### src/lzss_token_decoder_top_assert.svh
// ----------------------------------------------------------------------------
// LZSS token decoder assertion macros
// Shared concurrent assertion shorthands, clocked on clk, reset by rst_n.
// ----------------------------------------------------------------------------
`ifndef LZSS_TOKEN_DECODER_TOP_ASSERT_SVH
`define LZSS_TOKEN_DECODER_TOP_ASSERT_SVH

// Same-cycle implication.
`define LZD_ASSERT_NOW(lbl, ante, cons, msg) \
    lbl: assert property (@(posedge clk) disable iff (!rst_n) (ante) |-> (cons)) \
        else $error(msg);

// Next-cycle implication.
`define LZD_ASSERT_NEXT(lbl, ante, cons, msg) \
    lbl: assert property (@(posedge clk) disable iff (!rst_n) (ante) |=> (cons)) \
        else $error(msg);

`endif

### src/lzd_pkg.sv
// ----------------------------------------------------------------------------
// LZSS token decoder package
// Beat types, field widths and default sizes shared by the decoder modules.
// ----------------------------------------------------------------------------
package lzd_pkg;

    localparam int HISTORY_DEPTH_DEF = 4096;
    localparam int MAX_MATCH_DEF     = 64;
    localparam int BYTE_W            = 8;
    localparam int OFFSET_W          = 13;
    localparam int LENGTH_W          = 7;

    // One input beat: a literal or a back-reference token.
    typedef struct packed {
        logic                is_match;
        logic [BYTE_W-1:0]   literal;
        logic [OFFSET_W-1:0] offset;
        logic [LENGTH_W-1:0] length;
    } lzd_token_t;

    // One output beat: a decoded byte.
    typedef struct packed {
        logic [BYTE_W-1:0] out_byte;
        logic              last_of_run;
    } lzd_result_t;

    // History memory controls.
    typedef struct packed {
        logic rd_en;
        logic wr_en;
        logic rd_blank;   // slot never written since reset, reads as zero
    } lzd_mem_ctl_t;

endpackage

### src/lzd_dist_unit.sv
// ----------------------------------------------------------------------------
// LZSS copy distance unit
// Two-stage offset modulo history depth; zero remainder maps to full depth.
// ----------------------------------------------------------------------------
module lzd_dist_unit #(
    parameter int HISTORY_DEPTH = lzd_pkg::HISTORY_DEPTH_DEF
) (
    input  logic                               clk,
    input  logic                               rst_n,
    input  logic                               start,
    input  logic [lzd_pkg::OFFSET_W-1:0]       offset,
    output logic                               dist_valid,
    output logic [$clog2(HISTORY_DEPTH+1)-1:0] copy_dist
);
    import lzd_pkg::*;

    localparam int DW = $clog2(HISTORY_DEPTH + 1);
    // Reciprocal exact for every 13-bit dividend
    localparam int K = OFFSET_W + $clog2(HISTORY_DEPTH);
    localparam longint unsigned RECIP_L =
        ((64'd1 << K) + longint'(HISTORY_DEPTH) - 1) / longint'(HISTORY_DEPTH);
    localparam int RW = $clog2(RECIP_L + 1);
    localparam logic [RW-1:0] RECIP = RW'(RECIP_L);
    localparam logic [DW-1:0] DEPTH_C = DW'(HISTORY_DEPTH);
    localparam int P1W = OFFSET_W + RW;
    localparam int P2W = OFFSET_W + DW;

    logic                v1_reg;
    logic                v2_reg;
    logic [OFFSET_W-1:0] off_reg;
    logic [OFFSET_W-1:0] quo_reg;
    logic [DW-1:0]       dist_reg;

    logic [P1W-1:0]      prod1;
    logic [OFFSET_W-1:0] quo_next;
    logic [P2W-1:0]      prod2;
    logic [OFFSET_W-1:0] rem;
    logic [DW-1:0]       dist_next;

    always_comb
    begin
        prod1     = P1W'(offset) * P1W'(RECIP);
        quo_next  = OFFSET_W'(prod1 >> K);
        prod2     = P2W'(quo_reg) * P2W'(DEPTH_C);
        rem       = OFFSET_W'(P2W'(off_reg) - prod2);
        dist_next = (rem == '0) ? DEPTH_C : DW'(rem);
    end

    always_ff @(posedge clk or negedge rst_n)
    begin
        if (!rst_n)
        begin
            v1_reg <= 1'b0;
            v2_reg <= 1'b0;
        end
        else
        begin
            v1_reg <= start;
            v2_reg <= v1_reg;
        end
    end

    always_ff @(posedge clk)
    begin
        if (start)
        begin
            off_reg <= offset;
            quo_reg <= quo_next;
        end
        if (v1_reg)
        begin
            dist_reg <= dist_next;
        end
    end

    assign dist_valid = v2_reg;
    assign copy_dist  = dist_reg;

endmodule

### config.mk
export PLATFORM = sky130hd
export DESIGN_NAME = lzd_dist_unit
export DESIGN_NICKNAME = d
export VERILOG_FILES = /design/src/lzss_token_decoder_top_assert.svh /design/src/lzd_pkg.sv /design/src/lzd_dist_unit.sv
export SDC_FILE = /design/constraint.sdc
export NUM_CORES = 1
export LEC_CHECK = 0
export BUFFER_PORTS_ARGS = -buffer_cell sky130_fd_sc_hd__buf_2
export CORE_MARGIN = 5
export CORE_UTILIZATION = 40
export CTS_CLUSTER_SIZE = 28
export DETAILED_ROUTE_END_ITERATION = 7
export PLACE_DENSITY = 0.66
export SYNTH_ARGS = -nofsm -noshare
export SYNTH_HDL_FRONTEND = slang
export SYNTH_SLANG_ARGS = --single-unit
### constraint.sdc
create_clock -name clk -period 1.1 [get_ports clk]
set_clock_uncertainty 0.05 [all_clocks]
set_input_delay 0.22 -clock clk [delete_from_list [all_inputs] [get_ports clk]]
set_output_delay 0.22 -clock clk [all_outputs]
set_load 0.01 [all_outputs]
==> results of run 1 <==
cell type report:
cell class | instances | share of cell area, %
repair buffers | 32 | 17.0
clock buffers | 4 | 2.41
multi-input cells | 4 | 4.02
well taps | 27 | 3.10
flip-flops and latches | 27 | 73.5
metrics by stage:
| step | setup WS [ps] | power (mW) |
|---|---|---|
| after floorplan | 131 | 1.32 |
| after global placement | 75.9 | 1.38 |
| after detailed placement | 49.4 | 1.38 |
| after CTS | -4.03 | 1.75 |
| after global routing | -80.3 | 1.85 |
| final | 10.8 | 1.74 |
worst max path at each step:
stage / slack (ps) / end / start / depth (start not counted)
after floorplan: 130 / copy_dist[0]$_SDFFCE_PN0P_ / v1_reg$_DFF_PN0_ / 0
after global placement: 80 / copy_dist[12]$_SDFFCE_PN1P_ / off_reg[11]$_DFFE_PP_ / 2
after detailed placement: 50 / copy_dist[12]$_SDFFCE_PN1P_ / off_reg[8]$_DFFE_PP_ / 2
after CTS: -4 / copy_dist[1] / copy_dist[1]$_SDFFCE_PN0P_ / 1
after global routing: -80 / copy_dist[12]$_SDFFCE_PN1P_ / off_reg[4]$_DFFE_PP_ / 2
final: 10 / copy_dist[12]$_SDFFCE_PN1P_ / off_reg[4]$_DFFE_PP_ / 2
logic make-up after synthesis:
group                  after synthesis  share of synthesized area (%)
buffers and inverters               12                           5.17
DFF                                 27                           92.0
and+or+nand+nor                      4                           2.87
power groups by stage:
stage               registers [mW]  clock network, mW  logic (mW)
floorplan                     1.30                  0      0.0203
global placement              1.26                  0       0.118
detailed placement            1.27                  0       0.118
CTS                           1.24              0.384       0.120
global route                  1.26              0.450       0.140
finish                        1.25              0.367       0.127
layer usage:
metal  wire length [um]  share of wire, %  vias to the layer above
li1                   -                 -                      198
met1                372                36                      180
met2                554                53                       17
met3                102               9.8                        2
met4                 12               1.2                        0
met5                  0                 0                        -
cell usage in the layout (no fill, tap or decap):
master / instances
clkbuf_4: 3
buf_12: 1
buf_2: 28
and3_1: 1
dlygate4sd3_1: 1
buf_4: 2
dfrtp_1: 2
clkbuf_1: 1
nor4_2: 3
edfxtp_1: 25
repair_timing:
item / CTS / global route
buffers inserted: 0 / 2
gates resized for setup: 0 / 3
pin swaps: 0 / 3
hold buffers: 1 / 0
setup endpoints to repair: 1 / 15
hold endpoints to repair: 2 / 0
==> impl_metrics.toml, run 1 <==
[critical_path]
reg2reg_setup_slack_ps = 10
crit_path_top_delay_cell = "edfxtp_1"
cp-end-kind = "register"
slowest_delay_ps = 440
crit_fanout = 2
required_ps = 1220
critPathLaunchType = "register"
r2r_cells = 2
critPathKind = "reg2reg"
r2r_start = "off_reg[4]$_DFFE_PP_"
cp_cell_sequence = "nor4_2, and3_1"
r2r-end = "copy_dist[12]$_SDFFCE_PN1P_"
cpLargestDelayFamily = "simple AND/OR/NAND/NOR gates"
crit_buf_inv = 0
arrival_ps = 1210

[finish]
drive_above_1_share_pct = 55.2
antenna_cells = 0
multi_input_area_um2 = 43.8
regArea_um2 = 801
nets = 84
final_cell_area_um2 = 1090
final_core_util_pct = 53.9
largest_register_ffs = 13
stdcell_count = 94
nFillCells = 171
areaGrowthSynthToFinish_pct = 25.1

[drt]
vias_per_cell = 4.22
wl_per_cell_um = 11.1
wl_um = 1040
dr.first_iter.drc_count = 2
drtAntennaViolNets = 0
drc = 0
first_pass_iters = 2
vias = 397

[floorplanning]
die_h_um = 56.7
fp-row-count = 16
dieArea_um2 = 3210
pin_count = 30
design.core.area_um2 = 2020
start_util_pct = 43.1
fp.dieW_um = 56.7

[timing]
finalHoldViolCount = 0
fin_crit_ps = 1090
holdWs_ps = 42.5
fmaxAchievable_mhz = 918
final_max_slew_viol_count = 0
worstMarginPinSlew_ps = 249
relSlewSlack_pct = 83.4
tns_ps = 0
timing.final.crit_share_pct = 99.0
setup_viol = 0
rsz0062_at_grt = "true"

[clocking]
clk_pin_slew_ps = 120
cts_buffer_depth = 2
h-tree-depth = 1
cts.sinks = 27
cts_made_buffers = 3
root_buffer = "clkbuf_4"
insertion_delay_ps = 290
cts_tree = "yes"

[placement]
port_buffers = 28
routabilityCongestion = 0.677
dpl_cell_area_um2 = 1020
dp_cells = 87

[pwr]
ir_worst_vdd_mv = 0.634
clockPowerShare_pct = 21.0
power_leakage_nw = 0.425
p_sw_share_pct = 18.4
p_comb_share_pct = 7.3
p_int_mw = 1.42
power.switching_mw = 0.321
p_seq_share_pct = 71.7
p_per_area_nw_per_um2 = 1600

[global_routing]
grt_first_pass_wirelength_um = 1630
met3_usage_pct = 2.75
grt_usage_pct = 6.64
grt_overflow = 0
grt_pass1_vias = 399
grtUsageMet1_pct = 5.98
grt_busiest_layer = "met2"
met2_usage_pct = 12.0
antenna_found_initial = 0
grt_max_degree = 15

[synthesis]
synthArstFlopShare_pct = 7.41
synth_top_area_share_pct = 86.2
synth_edf_count = 25
synth_cell_types = 5
synth_flop_cell = "edfxtp_1"
ys_seq_area_share_pct = 92.0
synth_most_common_cell = "edfxtp_1"
synth_area_leaders = "edfxtp_1, dfrtp_1, clkbuf_1, nor4_1, and3_1"
synth_common_cells = "edfxtp_1, clkbuf_1, nor4_1"
synth_area_um2 = 871
synthCells = 43
synth_nets = 59
syn_avg_cell_area_um2 = 20.3
yosys_warnings = 0
yosysTopAreaCell = "edfxtp_1"
synth-seq-cells = 27

[min_path]
hold_end = "off_reg[11]$_DFFE_PP_"
min_path_type = "in2reg"
worstHoldStart = "offset[11]"
min_path_cells = 1

[job]
drv_cap = 0

[status]
status = "completed"
Power figures use the tool's default switching activity.
==> run 2, diff against run 1 <==
- PLACE_DENSITY: 0.66 -> not set
- PLACE_DENSITY_LB_ADDON: not set -> 0.08
==> run 2 against run 1 <==
Sequential power barely moved. Wire length rose by 9.7%. The run now ends with setup timing left. Final cell count rose by 1.1%. Largest cell class unchanged. Non-clock buffer count rose by 1. Clock power rose by 7.1%. Design area fell by 1.0%. Utilization fell by 0.56 points.
==> impl_metrics.toml, run 2 (synthesized netlist as in run 1, its figures left out) <==
[status]
status = "finished, violations left"
violations = "setup timing"

[clocking]
h-tree-depth = 1
cts_buffer_depth = 2
clk_pin_slew_ps = 130
root_buffer = "clkbuf_4"
insertion_delay_ps = 300
cts_tree = "yes"
postCtsSetupBuffers = 0
cts.sinks = 27
cts_made_buffers = 3

[floorplanning]
fp-row-count = 16
die_h_um = 56.7
dieArea_um2 = 3210
fp.dieW_um = 56.7
start_util_pct = 43.1
design.core.area_um2 = 2020
pin_count = 30

[finish]
areaGrowthSynthToFinish_pct = 23.9
largest_register_ffs = 13
drive_above_1_share_pct = 51.5
nFillCells = 180
final_cell_mix = "buf_2, edfxtp_1, clkbuf_4, dlygate4sd3_1"
stdcell_count = 95
layout_commonest_cell = "buf_2"
nets = 85
antenna_cells = 0
final_cell_area_um2 = 1080

[critical_path]
cp-end-kind = "output pin"
crit_buf_inv = 1
crit_cells = 1
r2r_cells = 2
critPathKind = "reg2out"
critPathLaunchType = "register"
reg2reg_setup_slack_ps = 10
cpLargestDelayFamily = "flip-flops"
arrival_ps = 850
slowest_delay_ps = 400
crit_path_top_delay_cell = "edfxtp_1"
required_ps = 830
cp_cell_sequence = "buf_2"
crit_fanout = 1

[timing]
fin_crit_ps = 1120
layout_setup_ws_ps = -23.3
rsz0062_at_grt = "true"
relSlewSlack_pct = 81.5
tns_ps = -39.4
timing.final.crit_share_pct = 102
setup_viol = 2
final_max_slew_viol_count = 0
worstMarginPinSlew_ps = 278
finalHoldViolCount = 0
fmaxAchievable_mhz = 890

[global_routing]
grt_pass1_vias = 375
antenna_found_initial = 0
grt_max_degree = 16
grt_first_pass_wirelength_um = 1710
grt_overflow = 0
grt_usage_pct = 7.17

[placement]
dpl_cell_area_um2 = 1010
place_hpwl_um = 865
routabilityCongestion = 0.670
dp_cells = 88
port_buffers = 28

[job]
drv_cap = 0

[pwr]
p_per_area_nw_per_um2 = 1630
finalPower_mw = 1.76
power_leakage_nw = 0.426
ir_worst_vdd_mv = 0.790

[drt]
wl_per_cell_um = 12.0
wl_um = 1140
vias = 398
dr.first_iter.drc_count = 5
drc = 0
first_pass_iters = 3
vias_per_cell = 4.19
drtAntennaViolNets = 0

[min_path]
min_path_type = "in2reg"
min_path_cells = 1
-- run 2: cell types whose count changed in the layout (fill, tap and decap cells not counted) --
cell and delta:
dlygate4sd3_1 +2, nor4_2 -2, clkinv_2 +1, buf_12 -1, nor4_1 +2, clkbuf_1 -1
-- run 2: metal layers --
| metal | GRT usage (%) | vias to the layer above | wire (um) |
|---|---|---|---|
| met4 | 3.05 | 0 | 0 |
| met3 | 2.98 | 0 | 140 |
| li1 | - | 198 | - |
| met1 | 10.7 | 177 | 552 |
| met2 | 8.91 | 23 | 452 |
| met5 | 0 | - | 0 |
-- run 2: metrics by stage --
step / setup WS, ps / hold WS, ps / util (%)
finish: -23.3 / 27.6 / 53.3
global route: -65.8 / 2.23 / 53.3
CTS: -37.9 / 14.0 / 52.0
detailed placement: 53.5 / -45.2 / 50.2
global placement: 54.5 / -45.2 / 50.2
floorplan: 131 / -126 / -
-- run 2: area by class of cell --
type / count / area [um^2] / area share [%]
Tap cell: 27 / 33.8 / 3.13
Timing Repair Buffer: 33 / 185 / 17.2
Multi-Input combinational cell: 4 / 31.3 / 2.90
Sequential cell: 27 / 801 / 74.2
Clock inverter: 1 / 5.00 / 0.464
Clock buffer: 3 / 22.5 / 2.09
-- run 2: where the power goes --
part	leakage [nW]	internal, mW	switching (mW)
Combinational	0.140	0.0602	0.0645
Sequential	0.268	1.22	0.0295
Clock	0.0177	0.136	0.257
-- run 2: repair_timing --
item,4_1_cts,5_1_grt
hold buffers,1,2
endpoints found under the setup margin,14,15
hold endpoints to repair,2,2
pin swaps,0,1
resized for setup,0,1
-- run 2: final timing paths --
path                                            startpoint                           to
worst min-delay path                             offset[9]         off_reg[9]$_DFFE_PP_
worst max register to register        off_reg[4]$_DFFE_PP_  copy_dist[12]$_SDFFCE_PN1P_
worst min register to register       off_reg[11]$_DFFE_PP_  copy_dist[11]$_SDFFCE_PN0P_
worst max-delay path            copy_dist[5]$_SDFFCE_PN0P_                 copy_dist[5]
min in group asynchronous                            rst_n         dist_valid$_DFF_PN0_
max in group asynchronous                            rst_n             v1_reg$_DFF_PN0_
==> run 3, diff against run 2 <==
- ABC_AREA: not set -> 1
==> run 3 against run 2 <==
The run still ends with setup timing left. Flip-flop and latch count is the same. Sequential share of layout area shrank 2.6 points. Wire length is 6.5% higher. Critical path depth did not move. Synthesized cell count rose by 35%. Maximum frequency hardly changed. Critical path type unchanged. Final cell count increased by 15%. Setup slack improved by 1.1 ps. Count of clock-buffer cells in the layout is the same. Non-clock buffer count fell by 2. Register-to-register slack better by 140 ps. Combinational power increased by 9.6%.
==> impl_metrics.toml, run 3 <==
[timing]
finalHoldViolCount = 0
fmaxAchievable_mhz = 891
final_max_slew_viol_count = 0
layout_setup_ws_ps = -22.2
relSlewSlack_pct = 80.9
fin_crit_ps = 1120
worstMarginPinSlew_ps = 287
setup_viol = 4
tns_ps = -58.0
rsz0062_at_grt = "true"
timing.final.crit_share_pct = 102

[min_path]
min_path_type = "in2reg"

[critical_path]
cp_cell_sequence = "buf_2"
r2r-end = "copy_dist[9]$_SDFFCE_PN0P_"
required_ps = 830
cp-end-kind = "output pin"
slowest_delay_ps = 400
arrival_ps = 850
critPathKind = "reg2out"
crit_start = "copy_dist[1]$_SDFFCE_PN0P_"
cpLargestDelayFamily = "flip-flops"
cp-endpoint = "copy_dist[1]"
crit_buf_inv = 1
r2r_start = "v1_reg$_DFF_PN0_"
r2r_cells = 1
crit_fanout = 1
critPathLaunchType = "register"
crit_cells = 1
reg2reg_setup_slack_ps = 150
crit_path_top_delay_cell = "edfxtp_1"

[synthesis]
synth_edf_count = 25
syn_avg_cell_area_um2 = 15.9
yosysTopAreaCell = "edfxtp_1"
synth_top_area_share_pct = 81.6
synth-seq-cells = 27
synthArstFlopShare_pct = 7.41
synth_most_common_cell = "edfxtp_1"
yosys_warnings = 0
synth_area_leaders = "edfxtp_1, dfrtp_1, clkbuf_1, inv_1, nand2_1"
synthCells = 58
ys_seq_area_share_pct = 87.1
synth_nets = 74
synth_area_um2 = 920
synth_flop_cell = "edfxtp_1"
synth_cell_types = 7
synth_common_cells = "edfxtp_1, clkbuf_1, inv_1"

[floorplanning]
fp.dieW_um = 58.0
start_util_pct = 41.6
die_h_um = 58.0
fp-row-count = 17
dieArea_um2 = 3360
pin_count = 30
design.core.area_um2 = 2210

[pwr]
p_sw_share_pct = 20.2
finalPower_mw = 1.77
power_leakage_nw = 0.473
p_int_mw = 1.42
p_comb_share_pct = 7.7
ir_worst_vdd_mv = 0.940
power.switching_mw = 0.358
p_per_area_nw_per_um2 = 1590
clockPowerShare_pct = 22.1
p_seq_share_pct = 70.1

[clocking]
clk_pin_slew_ps = 130
cts.sinks = 27
cts_tree = "yes"
insertion_delay_ps = 310
postCtsSetupBuffers = 0
cts_buffer_depth = 2
root_buffer = "clkbuf_4"
h-tree-depth = 1
cts_made_buffers = 3

[drt]
wl_per_cell_um = 11.2
first_pass_iters = 2
dr.first_iter.drc_count = 16
wl_um = 1220
drc = 0
vias = 452
vias_per_cell = 4.15
drtAntennaViolNets = 0

[status]
status = "finished, violations left"
violations = "setup timing"

[global_routing]
grt_first_pass_wirelength_um = 1920
grt_usage_pct = 7.99
grt_pass1_vias = 468
grt_max_degree = 16
grt_overflow = 0
antenna_found_initial = 0

[finish]
drive_above_1_share_pct = 42.0
nets = 98
largest_register_ffs = 13
final_cell_mix = "buf_2, edfxtp_1, inv_1"
layout_commonest_cell = "buf_2"
areaGrowthSynthToFinish_pct = 21.5
antenna_cells = 0

[placement]
place_hpwl_um = 927
port_buffers = 28
routabilityCongestion = 0.701

[job]
drv_cap = 0
==> run 3: cell count changes after synthesis <==
cell,previous run,this run
inv_1,0,8
nor2_2,0,1
and3_1,1,0
nor2_1,0,4
nor4_1,3,0
nand2_1,0,6
==> run 3: power by group through the flow <==
stage | Sequential [mW] | Clock [mW] | Combinational (mW)
2_1_floorplan | 1.30 | 0 | 0.0339
3_3_place_gp | 1.26 | 0 | 0.134
3_5_place_dp | 1.27 | 0 | 0.135
4_1_cts | 1.25 | 0.418 | 0.138
5_1_grt | 1.26 | 0.453 | 0.151
6_report | 1.24 | 0.392 | 0.137
==> run 3: final cells by class <==
class | instances | area, um^2
clock buffers | 3 | 22.5
clock inverters | 1 | 5.00
fillers | 200 | 1090
inverters | 8 | 30.0
multi-input cells | 11 | 43.8
flip-flops and latches | 27 | 801
well taps | 28 | 35.0
repair buffers | 31 | 180
==> run 3: worst min-delay path by stage <==
stage                     depth (start not counted)              endpoint       from
after floorplan                                   0  dist_valid$_DFF_PN0_      rst_n
after global placement                            1      v1_reg$_DFF_PN0_      rst_n
after detailed placement                          1      v1_reg$_DFF_PN0_      rst_n
after CTS                                         1  off_reg[2]$_DFFE_PP_  offset[2]
after global routing                              1  off_reg[3]$_DFFE_PP_  offset[3]
final                                             1  off_reg[2]$_DFFE_PP_  offset[2]
==> run 3: metal layers <==
metal	vias up	track usage (%)	part of all wire [%]
li1	226	-	-
met1	206	7.79	35
met2	18	14.0	54
met3	2	2.45	9.9
met4	0	5.96	0.82
met5	-	0	0
==> run 3: logic make-up after synthesis <==
| kind of cell | after synthesis | share of synthesized area, % |
|---|---|---|
| DFF | 27 | 87.1 |
| buffers and inverters | 20 | 8.16 |
| and+or+nand+nor | 11 | 4.76 |
==> run 3: repair_timing <==
| item | in CTS | in global routing |
|---|---|---|
| endpoints found under the setup margin | 14 | 14 |
| endpoints found under the hold margin | 2 | 1 |
| gates resized for setup | 0 | 0 |
| hold buffers | 1 | 1 |
==> run 3: per-stage QoR <==
| stage | setup slack (ps) | instance area (um^2) | instances | hold slack (ps) | util [%] |
|---|---|---|---|---|---|
| 2_1_floorplan | 131 | 920 | 58 | -126 | - |
| 5_1_grt | -84.0 | 1120 | 109 | 1.41 | 50.5 |
| 3_5_place_dp | 162 | 1070 | 103 | -43.0 | 48.4 |
| 4_1_cts | -44.1 | 1110 | 108 | 5.64 | 50.1 |
| 3_3_place_gp | 164 | 1070 | 103 | -45.5 | 48.4 |
| 6_report | -22.2 | 1120 | 109 | 21.9 | 50.5 |
